File: config.mk
export PLATFORM = sky130hd
export DESIGN_NAME = first_fit_span_allocator_top
export DESIGN_NICKNAME = d
export VERILOG_FILES = /design/src/hdl/ffsa_pkg.sv /design/src/hdl/ffsa_ctrl.sv /design/src/hdl/ffsa_dp.sv /design/src/hdl/first_fit_span_allocator_top.sv
export SDC_FILE = /design/constraint.sdc
export NUM_CORES = 2
export LEC_CHECK = 0
export BUFFER_PORTS_ARGS = -buffer_cell sky130_fd_sc_hd__buf_2
export CAP_MARGIN = 20
export CORE_UTILIZATION = 50
export CTS_BUF_LIST = sky130_fd_sc_hd__clkbuf_8
export DETAILED_ROUTE_END_ITERATION = 8
export PLACE_DENSITY = 0.65
export SYNTH_ARGS = -nofsm -noshare
export SYNTH_HDL_FRONTEND = slang
export SYNTH_HIERARCHICAL = 1
export SYNTH_SLANG_ARGS = --single-unit
File: constraint.sdc
create_clock -name clk -period 11.8 [get_ports clk]
set_input_delay 2.36 -clock clk [delete_from_list [all_inputs] [get_ports clk]]
set_output_delay 2.36 -clock clk [all_outputs]
set_load 0.005 [all_outputs]
File: src/hdl/ffsa_pkg.sv
`timescale 1ns / 1ps
`default_nettype none

package ffsa_pkg;

  // Result status codes.
  typedef enum logic [1:0] {
    STATUS_OK        = 2'd0,
    STATUS_EXHAUSTED = 2'd1,
    STATUS_BEYOND    = 2'd2,
    STATUS_FULL      = 2'd3
  } status_t;

  // One datapath action per cycle, chosen by the controller.
  typedef enum logic [3:0] {
    OP_NONE,
    OP_LOAD,
    OP_BEYOND,
    OP_SCAN,
    OP_TRIM,
    OP_HIT_DROP,
    OP_GROW,
    OP_MERGE_B,
    OP_MERGE_A,
    OP_MERGE_AO,
    OP_WR_BEFORE,
    OP_WR_AFTER,
    OP_APPEND,
    OP_DROP,
    OP_RESP
  } dp_op_t;

  // Address source for the span memory read port.
  typedef enum logic [1:0] {
    RD_ZERO,
    RD_NEXT,
    RD_LAST
  } rd_sel_t;

  typedef struct packed {
    dp_op_t  op;
    rd_sel_t rd_sel;
  } dp_cmd_t;

  typedef struct packed {
    logic is_free;
    logic beyond;
    logic list_empty;
    logic scan_last;
    logic fit;
    logic exact;
    logic have_before;
    logic have_after;
    logic out_free;
  } dp_stat_t;

endpackage

`default_nettype wire

File: src/hdl/ffsa_ctrl.sv
`timescale 1ns / 1ps
`default_nettype none

module ffsa_ctrl
  import ffsa_pkg::*;
(
  input  wire logic     clk,
  input  wire logic     rst,
  input  wire logic     s_tvalid,
  output logic          s_tready,
  input  wire dp_stat_t stat,
  output dp_cmd_t       cmd
);

  typedef enum logic [3:0] {
    S_IDLE,
    S_START,
    S_SCAN,
    S_DECIDE,
    S_MERGE_A,
    S_WR_BEFORE,
    S_WR_AFTER,
    S_DROP_RD,
    S_DROP_WR,
    S_RESP
  } state_t;

  state_t state;
  state_t state_next;

  assign s_tready = (state == S_IDLE);

  always_comb begin
    state_next = state;
    cmd.op     = OP_NONE;
    cmd.rd_sel = RD_NEXT;
    case (state)
      S_IDLE: begin
        if (s_tvalid) begin
          cmd.op     = OP_LOAD;
          state_next = S_START;
        end
      end
      S_START: begin
        cmd.rd_sel = RD_ZERO;
        if (stat.is_free && stat.beyond) begin
          cmd.op     = OP_BEYOND;
          state_next = S_RESP;
        end else if (stat.list_empty) begin
          state_next = S_DECIDE;
        end else begin
          state_next = S_SCAN;
        end
      end
      S_SCAN: begin
        if (!stat.is_free && stat.fit) begin
          if (stat.exact) begin
            cmd.op     = OP_HIT_DROP;
            state_next = S_DROP_RD;
          end else begin
            cmd.op     = OP_TRIM;
            state_next = S_RESP;
          end
        end else begin
          cmd.op = OP_SCAN;
          if (stat.scan_last) begin
            state_next = S_DECIDE;
          end
        end
      end
      S_DECIDE: begin
        if (!stat.is_free) begin
          cmd.op     = OP_GROW;
          state_next = S_RESP;
        end else if (stat.have_before) begin
          cmd.op     = OP_MERGE_B;
          state_next = stat.have_after ? S_MERGE_A : S_WR_BEFORE;
        end else if (stat.have_after) begin
          cmd.op     = OP_MERGE_AO;
          state_next = S_WR_AFTER;
        end else begin
          cmd.op     = OP_APPEND;
          state_next = S_RESP;
        end
      end
      S_MERGE_A: begin
        cmd.op     = OP_MERGE_A;
        state_next = S_WR_BEFORE;
      end
      S_WR_BEFORE: begin
        cmd.op     = OP_WR_BEFORE;
        state_next = stat.have_after ? S_DROP_RD : S_RESP;
      end
      S_WR_AFTER: begin
        cmd.op     = OP_WR_AFTER;
        state_next = S_RESP;
      end
      S_DROP_RD: begin
        cmd.rd_sel = RD_LAST;
        state_next = S_DROP_WR;
      end
      S_DROP_WR: begin
        cmd.op     = OP_DROP;
        state_next = S_RESP;
      end
      S_RESP: begin
        if (stat.out_free) begin
          cmd.op     = OP_RESP;
          state_next = S_IDLE;
        end
      end
      default: begin
        state_next = S_IDLE;
      end
    endcase
  end

  always_ff @(posedge clk) begin
    if (rst) begin
      state <= S_IDLE;
    end else begin
      state <= state_next;
    end
  end

endmodule

`default_nettype wire

File: src/hdl/ffsa_dp.sv
`timescale 1ns / 1ps
`default_nettype none

module ffsa_dp
  import ffsa_pkg::*;
#(
  parameter int MAX_FREE_SPANS = 64,
  parameter int OFFSET_WIDTH   = 24
) (
  input  wire logic                    clk,
  input  wire logic                    rst,
  input  wire logic                    in_type,
  input  wire logic [OFFSET_WIDTH-1:0] in_size,
  input  wire logic [OFFSET_WIDTH-1:0] in_base,
  input  wire dp_cmd_t                 cmd,
  output dp_stat_t                     stat,
  input  wire logic                    m_tready,
  output logic                         m_tvalid,
  output logic [OFFSET_WIDTH-1:0]      out_offset,
  output logic [1:0]                   out_status
);

  localparam int OW    = OFFSET_WIDTH;
  localparam int IDX_W = (MAX_FREE_SPANS > 1) ? $clog2(MAX_FREE_SPANS) : 1;
  localparam int CNT_W = $clog2(MAX_FREE_SPANS + 1);

  function automatic logic [OW-1:0] sat_add(input logic [OW-1:0] a, input logic [OW-1:0] b);
    logic [OW:0] s;
    s = {1'b0, a} + {1'b0, b};
    return s[OW] ? {OW{1'b1}} : s[OW-1:0];
  endfunction

  // Span memory, one read and one write port, registered read data.
  logic [OW-1:0] mem_start [MAX_FREE_SPANS];
  logic [OW-1:0] mem_len   [MAX_FREE_SPANS];
  logic [OW-1:0] rd_start;
  logic [OW-1:0] rd_len;
  logic [IDX_W-1:0] rd_addr;
  logic             wr_en;
  logic [IDX_W-1:0] wr_addr;
  logic [OW-1:0]    wr_start;
  logic [OW-1:0]    wr_len;

  // Request and bookkeeping.
  logic             req_free;
  logic [OW-1:0]    req_size;
  logic [OW-1:0]    req_base;
  logic [OW:0]      req_end;
  logic [OW:0]      high_water;
  logic [CNT_W-1:0] count;
  logic [CNT_W-1:0] scan_idx;
  logic             have_before;
  logic             have_after;
  logic [IDX_W-1:0] before_idx;
  logic [IDX_W-1:0] after_idx;
  logic [IDX_W-1:0] drop_idx;
  logic [OW-1:0]    before_start;
  logic [OW-1:0]    before_len;
  logic [OW-1:0]    after_len;
  logic [OW-1:0]    merge_len;
  logic [OW-1:0]    res_offset;
  status_t          res_status;

  logic [CNT_W-1:0] scan_next;
  logic [CNT_W-1:0] count_m1;
  logic             list_full;
  logic [OW:0]      grow_sum;
  logic             exhausted;
  logic             end_match;
  logic             before_match;
  logic [OW-1:0]    merge_a;
  logic [OW-1:0]    merge_b;
  logic [OW-1:0]    merge_sum;

  assign scan_next = scan_idx + CNT_W'(1);
  assign count_m1  = count - CNT_W'(1);
  assign list_full = (count == CNT_W'(MAX_FREE_SPANS));
  assign grow_sum  = high_water + {1'b0, req_size};
  assign exhausted = high_water[OW] || (grow_sum > ((OW+1)'(1) << OW));
  assign end_match    = ({1'b0, rd_start} == req_end);
  assign before_match = (({1'b0, rd_start} + {1'b0, rd_len}) == {1'b0, req_base});

  always_comb begin
    case (cmd.op)
      OP_MERGE_A:  begin merge_a = merge_len;  merge_b = after_len; end
      OP_MERGE_AO: begin merge_a = after_len;  merge_b = req_size;  end
      default:     begin merge_a = before_len; merge_b = req_size;  end
    endcase
  end
  assign merge_sum = sat_add(merge_a, merge_b);

  always_comb begin
    case (cmd.rd_sel)
      RD_ZERO: rd_addr = '0;
      RD_NEXT: rd_addr = scan_next[IDX_W-1:0];
      RD_LAST: rd_addr = count_m1[IDX_W-1:0];
      default: rd_addr = '0;
    endcase
  end

  always_comb begin
    wr_en    = 1'b0;
    wr_addr  = drop_idx;
    wr_start = rd_start;
    wr_len   = rd_len;
    case (cmd.op)
      OP_TRIM: begin
        wr_en    = 1'b1;
        wr_addr  = scan_idx[IDX_W-1:0];
        wr_start = rd_start + req_size;
        wr_len   = rd_len - req_size;
      end
      OP_WR_BEFORE: begin
        wr_en    = 1'b1;
        wr_addr  = before_idx;
        wr_start = before_start;
        wr_len   = merge_len;
      end
      OP_WR_AFTER: begin
        wr_en    = 1'b1;
        wr_addr  = after_idx;
        wr_start = req_base;
        wr_len   = merge_len;
      end
      OP_APPEND: begin
        wr_en    = !list_full;
        wr_addr  = count[IDX_W-1:0];
        wr_start = req_base;
        wr_len   = req_size;
      end
      OP_DROP: begin
        wr_en = 1'b1;
      end
      default: begin
        wr_en = 1'b0;
      end
    endcase
  end

  always_ff @(posedge clk) begin
    if (wr_en) begin
      mem_start[wr_addr] <= wr_start;
      mem_len[wr_addr]   <= wr_len;
    end
    rd_start <= mem_start[rd_addr];
    rd_len   <= mem_len[rd_addr];
  end

  // Control state: list fill, high-water mark, output valid.
  always_ff @(posedge clk) begin
    if (rst) begin
      count      <= '0;
      high_water <= '0;
      m_tvalid   <= 1'b0;
    end else begin
      if (cmd.op == OP_RESP) begin
        m_tvalid <= 1'b1;
      end else if (m_tready) begin
        m_tvalid <= 1'b0;
      end
      case (cmd.op)
        OP_GROW: begin
          if (!exhausted) begin
            high_water <= grow_sum;
          end
        end
        OP_APPEND: begin
          if (!list_full) begin
            count <= count + CNT_W'(1);
          end
        end
        OP_DROP: begin
          count <= count_m1;
        end
        default: begin
        end
      endcase
    end
  end

  // Per-request working registers.
  always_ff @(posedge clk) begin
    case (cmd.op)
      OP_LOAD: begin
        req_free    <= in_type;
        req_size    <= in_size;
        req_base    <= in_base;
        req_end     <= {1'b0, in_base} + {1'b0, in_size};
        scan_idx    <= '0;
        have_before <= 1'b0;
        have_after  <= 1'b0;
        res_offset  <= '0;
        res_status  <= STATUS_OK;
      end
      OP_BEYOND: begin
        res_status <= STATUS_BEYOND;
      end
      OP_SCAN: begin
        scan_idx <= scan_next;
        if (req_free) begin
          if (end_match) begin
            have_after <= 1'b1;
            after_idx  <= scan_idx[IDX_W-1:0];
            after_len  <= rd_len;
          end
          if (before_match) begin
            have_before  <= 1'b1;
            before_idx   <= scan_idx[IDX_W-1:0];
            before_start <= rd_start;
            before_len   <= rd_len;
          end
        end
      end
      OP_TRIM: begin
        res_offset <= rd_start;
      end
      OP_HIT_DROP: begin
        res_offset <= rd_start;
        drop_idx   <= scan_idx[IDX_W-1:0];
      end
      OP_GROW: begin
        if (exhausted) begin
          res_status <= STATUS_EXHAUSTED;
        end else begin
          res_offset <= high_water[OW-1:0];
        end
      end
      OP_MERGE_B, OP_MERGE_A, OP_MERGE_AO: begin
        merge_len <= merge_sum;
      end
      OP_WR_BEFORE: begin
        drop_idx <= after_idx;
      end
      OP_APPEND: begin
        if (list_full) begin
          res_status <= STATUS_FULL;
        end
      end
      OP_RESP: begin
        out_offset <= res_offset;
        out_status <= res_status;
      end
      default: begin
      end
    endcase
  end

  always_comb begin
    stat.is_free     = req_free;
    stat.beyond      = (req_end > high_water);
    stat.list_empty  = (count == '0);
    stat.scan_last   = (scan_next == count);
    stat.fit         = (rd_len >= req_size);
    stat.exact       = (rd_len == req_size);
    stat.have_before = have_before;
    stat.have_after  = have_after;
    stat.out_free    = !m_tvalid || m_tready;
  end

endmodule

`default_nettype wire

File: src/hdl/first_fit_span_allocator_top.sv
// First-fit span allocator over a linear offset space of 2^OFFSET_WIDTH units.
// Each transaction on the slave stream is one request: an allocate (s_tuser low)
// takes the first listed free span that is long enough, trimming it from the
// front or, when it fits exactly, removing it by moving the last list entry into
// its slot; if no span fits, the grant comes from the high-water mark, which then
// grows. A free (s_tuser high) merges the span with a listed neighbor that ends
// at its start and/or one that starts at its end (the highest-indexed match
// wins), or appends it to the list. Exactly one result transaction follows each
// request, carrying the granted offset (zero for frees and failures) and a
// status: 0 ok, 1 address space exhausted, 2 free beyond the high-water mark,
// 3 free list full; a failed request changes nothing. Requests are handled one
// at a time. The free list lives in a span memory with one read and one write
// port that is walked one entry per cycle. A request is finished only once the
// result slot is free, and a new request is taken while the previous result
// still waits on the master stream. No clearing pass is needed after reset:
// only list entries below the fill count are ever used.
`timescale 1ns / 1ps
`default_nettype none

module first_fit_span_allocator_top
  import ffsa_pkg::*;
#(
  parameter int MAX_FREE_SPANS = 64,
  parameter int OFFSET_WIDTH   = 24
) (
  input  wire logic clk,
  input  wire logic rst,
  // Request stream.
  input  wire logic s_tvalid,
  output logic      s_tready,
  // Fields from bit 0: span_size, base_offset, zero padding.
  input  wire logic [((2*OFFSET_WIDTH+7)/8)*8-1:0] s_tdata,
  // Fields from bit 0: req_type.
  input  wire logic [0:0] s_tuser,
  // Result stream.
  output logic      m_tvalid,
  input  wire logic m_tready,
  // Fields from bit 0: alloc_offset, status, zero padding.
  output logic [((OFFSET_WIDTH+2+7)/8)*8-1:0] m_tdata
);

  localparam int M_W = ((OFFSET_WIDTH+2+7)/8)*8;

  dp_cmd_t  cmd;
  dp_stat_t stat;

  logic [OFFSET_WIDTH-1:0] out_offset;
  logic [1:0]              out_status;

  // The controller walks each request through scan, merge and update steps;
  // the datapath owns the span memory, the fill count and the high-water mark.
  ffsa_ctrl u_ctrl (
    .clk      (clk),
    .rst      (rst),
    .s_tvalid (s_tvalid),
    .s_tready (s_tready),
    .stat     (stat),
    .cmd      (cmd)
  );

  ffsa_dp #(
    .MAX_FREE_SPANS (MAX_FREE_SPANS),
    .OFFSET_WIDTH   (OFFSET_WIDTH)
  ) u_dp (
    .clk        (clk),
    .rst        (rst),
    .in_type    (s_tuser[0]),
    .in_size    (s_tdata[OFFSET_WIDTH-1:0]),
    .in_base    (s_tdata[2*OFFSET_WIDTH-1:OFFSET_WIDTH]),
    .cmd        (cmd),
    .stat       (stat),
    .m_tready   (m_tready),
    .m_tvalid   (m_tvalid),
    .out_offset (out_offset),
    .out_status (out_status)
  );

  assign m_tdata = M_W'({out_status, out_offset});

endmodule

`default_nettype wire
==> impl_metrics.env <==
export IMPL_worstSetupPathType="flop to flop"
export IMPL_ys_ff_latch=3406
export IMPL_outcome="finished, violations left"
export IMPL_fin_crit_ps=9830
export IMPL_clock_latency_ps=1180
export IMPL_reg2reg_slack_ps=1970
export IMPL_drt_iter0_drc=9347
export IMPL_final_cell_mix="edfxtp_1 (3321), mux4_2 (960), clkbuf_8 (569)"
export IMPL_fmax_mhz=102
export IMPL_violations="design-rule violations"
export IMPL_fin_tns_setup_ps=0
export IMPL_drv_slew=0
export IMPL_vias_per_cell=6.32
export IMPL_area_growth_pct=12.0
export IMPL_wl_per_cell_um=32.3
export IMPL_hp_class="flop to flop"
export IMPL_firstDrtPassIters=9
export IMPL_gp_congestion=0.919
export IMPL_rows=194
export IMPL_cts_hold_buffers_added=0
export IMPL_avgSynthCellArea_um2=19.4
export IMPL_setup_viol=0
export IMPL_slowest_delay_ps=870
export IMPL_yosysTopAreaCell="edfxtp_1"
export IMPL_worst_pin_slew_ps=1160
export IMPL_skew_ps=79.2
export IMPL_start_kind="flop"
export IMPL_period_share=0.833
export IMPL_vias=75300
export IMPL_grt_setup_unrepaired="false"
export IMPL_yosysTopAreaCellShare=0.707
export IMPL_crit_required_ps=12700
export IMPL_syn_area_um2=141000
export IMPL_worst_path_buf_inv=4
export IMPL_synthFlopType="edfxtp_1"
export IMPL_post_dp_cell_area_um2=148000
export IMPL_syn_inst=7269
export IMPL_io_buffers=80
export IMPL_hold_ws_ps=418
export IMPL_drive_gt1_frac=0.308
export IMPL_cts_buffer_depth=4
export IMPL_cts_tree="done"
export IMPL_fin_nets=7989
export IMPL_wirelength_mm=385
export IMPL_arrival_ps=10730
export IMPL_slew_headroom=0.228
export IMPL_multi_input_area_um2=38800
export IMPL_overflow=0
export IMPL_grt_pass1_vias=75700
export IMPL_crit_slowest_cell="a2111oi_0"
export IMPL_fp_dieW_um=533
export IMPL_die_area_um2=284000
export IMPL_ant_nets=0
export IMPL_final_area_um2=158000
export IMPL_seq_area_frac_synth=0.719
export IMPL_clock_sinks=3406
export IMPL_seq_area_um2=101000
export IMPL_yosysUniqueCellTypes=90
export IMPL_grtUsageTotal=0.271
export IMPL_grt_pass1_wl_mm=551
export IMPL_core_um2=280000
export IMPL_drv_cap=0
export IMPL_finalHoldViolCount=0
export IMPL_cts_resized=0
export IMPL_num_io_pins=87
export IMPL_cp_max_fo=47
export IMPL_cp_end_kind="flop"
export IMPL_dpl_hpwl_mm=229
export IMPL_synth_top_cells_by_area="edfxtp_1 (71%), mux4_2 (15%), or2_2 (1.7%)"
export IMPL_n_fill_cell=21000
export IMPL_layout_commonest_cell="edfxtp_1"
export IMPL_antenna_found_initial=18
export IMPL_htree_levels=6
export IMPL_synth_warnings=6
export IMPL_root_buffer="clkbuf_8"
export IMPL_cts_buffers=557
export IMPL_initial_core_util=0.504
export IMPL_clk_pin_slew_ps=70
export IMPL_grt_max_degree=104
export IMPL_drc=18
export IMPL_postCtsSetupRepairBufs=0
export IMPL_synth_async_sr_flop_share=0
export IMPL_synth_edf_count=3321
export IMPL_critPathTopFamily="compound AO/OA/AOI/OAI gates"
export IMPL_die_h_um=533
sequential cells by signal (all words and copies together), names as in the netlist, 2 cells and up:
name,flops
u_dp/high_water,25
u_dp/rd_len,24
u_dp/out_status,2
u_dp/scan_idx,7
u_dp/out_offset,24
u_dp/mem_start,1536
u_dp/before_len,24
u_dp/res_offset,24
u_dp/req_base,24
u_dp/mem_len,1536
u_dp/req_end,25
u_dp/after_idx,6
u_dp/count,7
u_dp/before_start,24
u_dp/before_idx,6
u_dp/drop_idx,6
u_dp/rd_start,24
u_dp/merge_len,24
u_dp/after_len,24
u_dp/res_status,2
u_dp/req_size,24
u_ctrl/state,4
cell usage after synthesis (all sizes together), types with 85 or more instances:
cell type,instances
buf,140
edfxtp,3321
a21oi,185
or2,392
dfxtp,85
inv,109
ha,173
mux4,960
nor2,270
o21ai,134
clkbuf,253
nand2,233
xnor2,116
layer usage:
layer  GRT usage  vias to the layer above  share of wire
met1       0.386                    40200           0.41
met5           0                        -       0.000070
met4      0.0748                        4          0.026
li1            -                    30900              -
met2       0.434                     3623           0.48
met3      0.0453                      579          0.082
worst paths after layout:
kind / endpoint / startpoint / depth (start not counted)
worst min register to register: u_dp/out_offset[22]$_DFFE_PP_ / u_dp/res_offset[22]$_DFFE_PP_ / 0
worst max register to register: u_dp/merge_len[2]$_SDFFCE_PP1P_ / u_dp/req_size[0]$_DFFE_PP_ / 33
worst min-delay path: u_dp/out_offset[22]$_DFFE_PP_ / u_dp/res_offset[22]$_DFFE_PP_ / 0
worst max-delay path: u_dp/merge_len[2]$_SDFFCE_PP1P_ / u_dp/req_size[0]$_DFFE_PP_ / 33
metrics by stage:
step           worst slack [ps]  instances   util
2_1_floorplan              1690       7274      -
3_3_place_gp               2080      10900  0.527
3_5_place_dp               2120      10900  0.527
4_1_cts                    1990      11900  0.564
5_1_grt                    1370      11900  0.564
6_report                   1970      11900  0.564
cells by family (layout without fill, tap and decap cells):
kind of cell / after synthesis / after routing / synth area share
compound gates: 776 / 776 / 0.0371
xor+xnor: 166 / 166 / 0.0103
fa+ha+maj: 179 / 179 / 0.0162
buf+inv: 503 / 1397 / 0.0144
flops: 3406 / 3406 / 0.719
mux: 1006 / 1006 / 0.157
other cells: 1 / 16 / 0.0000266
simple gates: 1232 / 1232 / 0.0458
area by class of cell:
type                    count  area share
well taps                3724      0.0295
clock buffers             569      0.0496
multi-input cells        3365       0.246
flip-flops and latches   3406       0.642
diodes                     10    0.000158
clock inverters           401      0.0151
inverters                 110     0.00262
repair buffers            317      0.0151
Power is not shown: default switching activity piles up to over one toggle a cycle in this logic, so the estimate is an artifact.
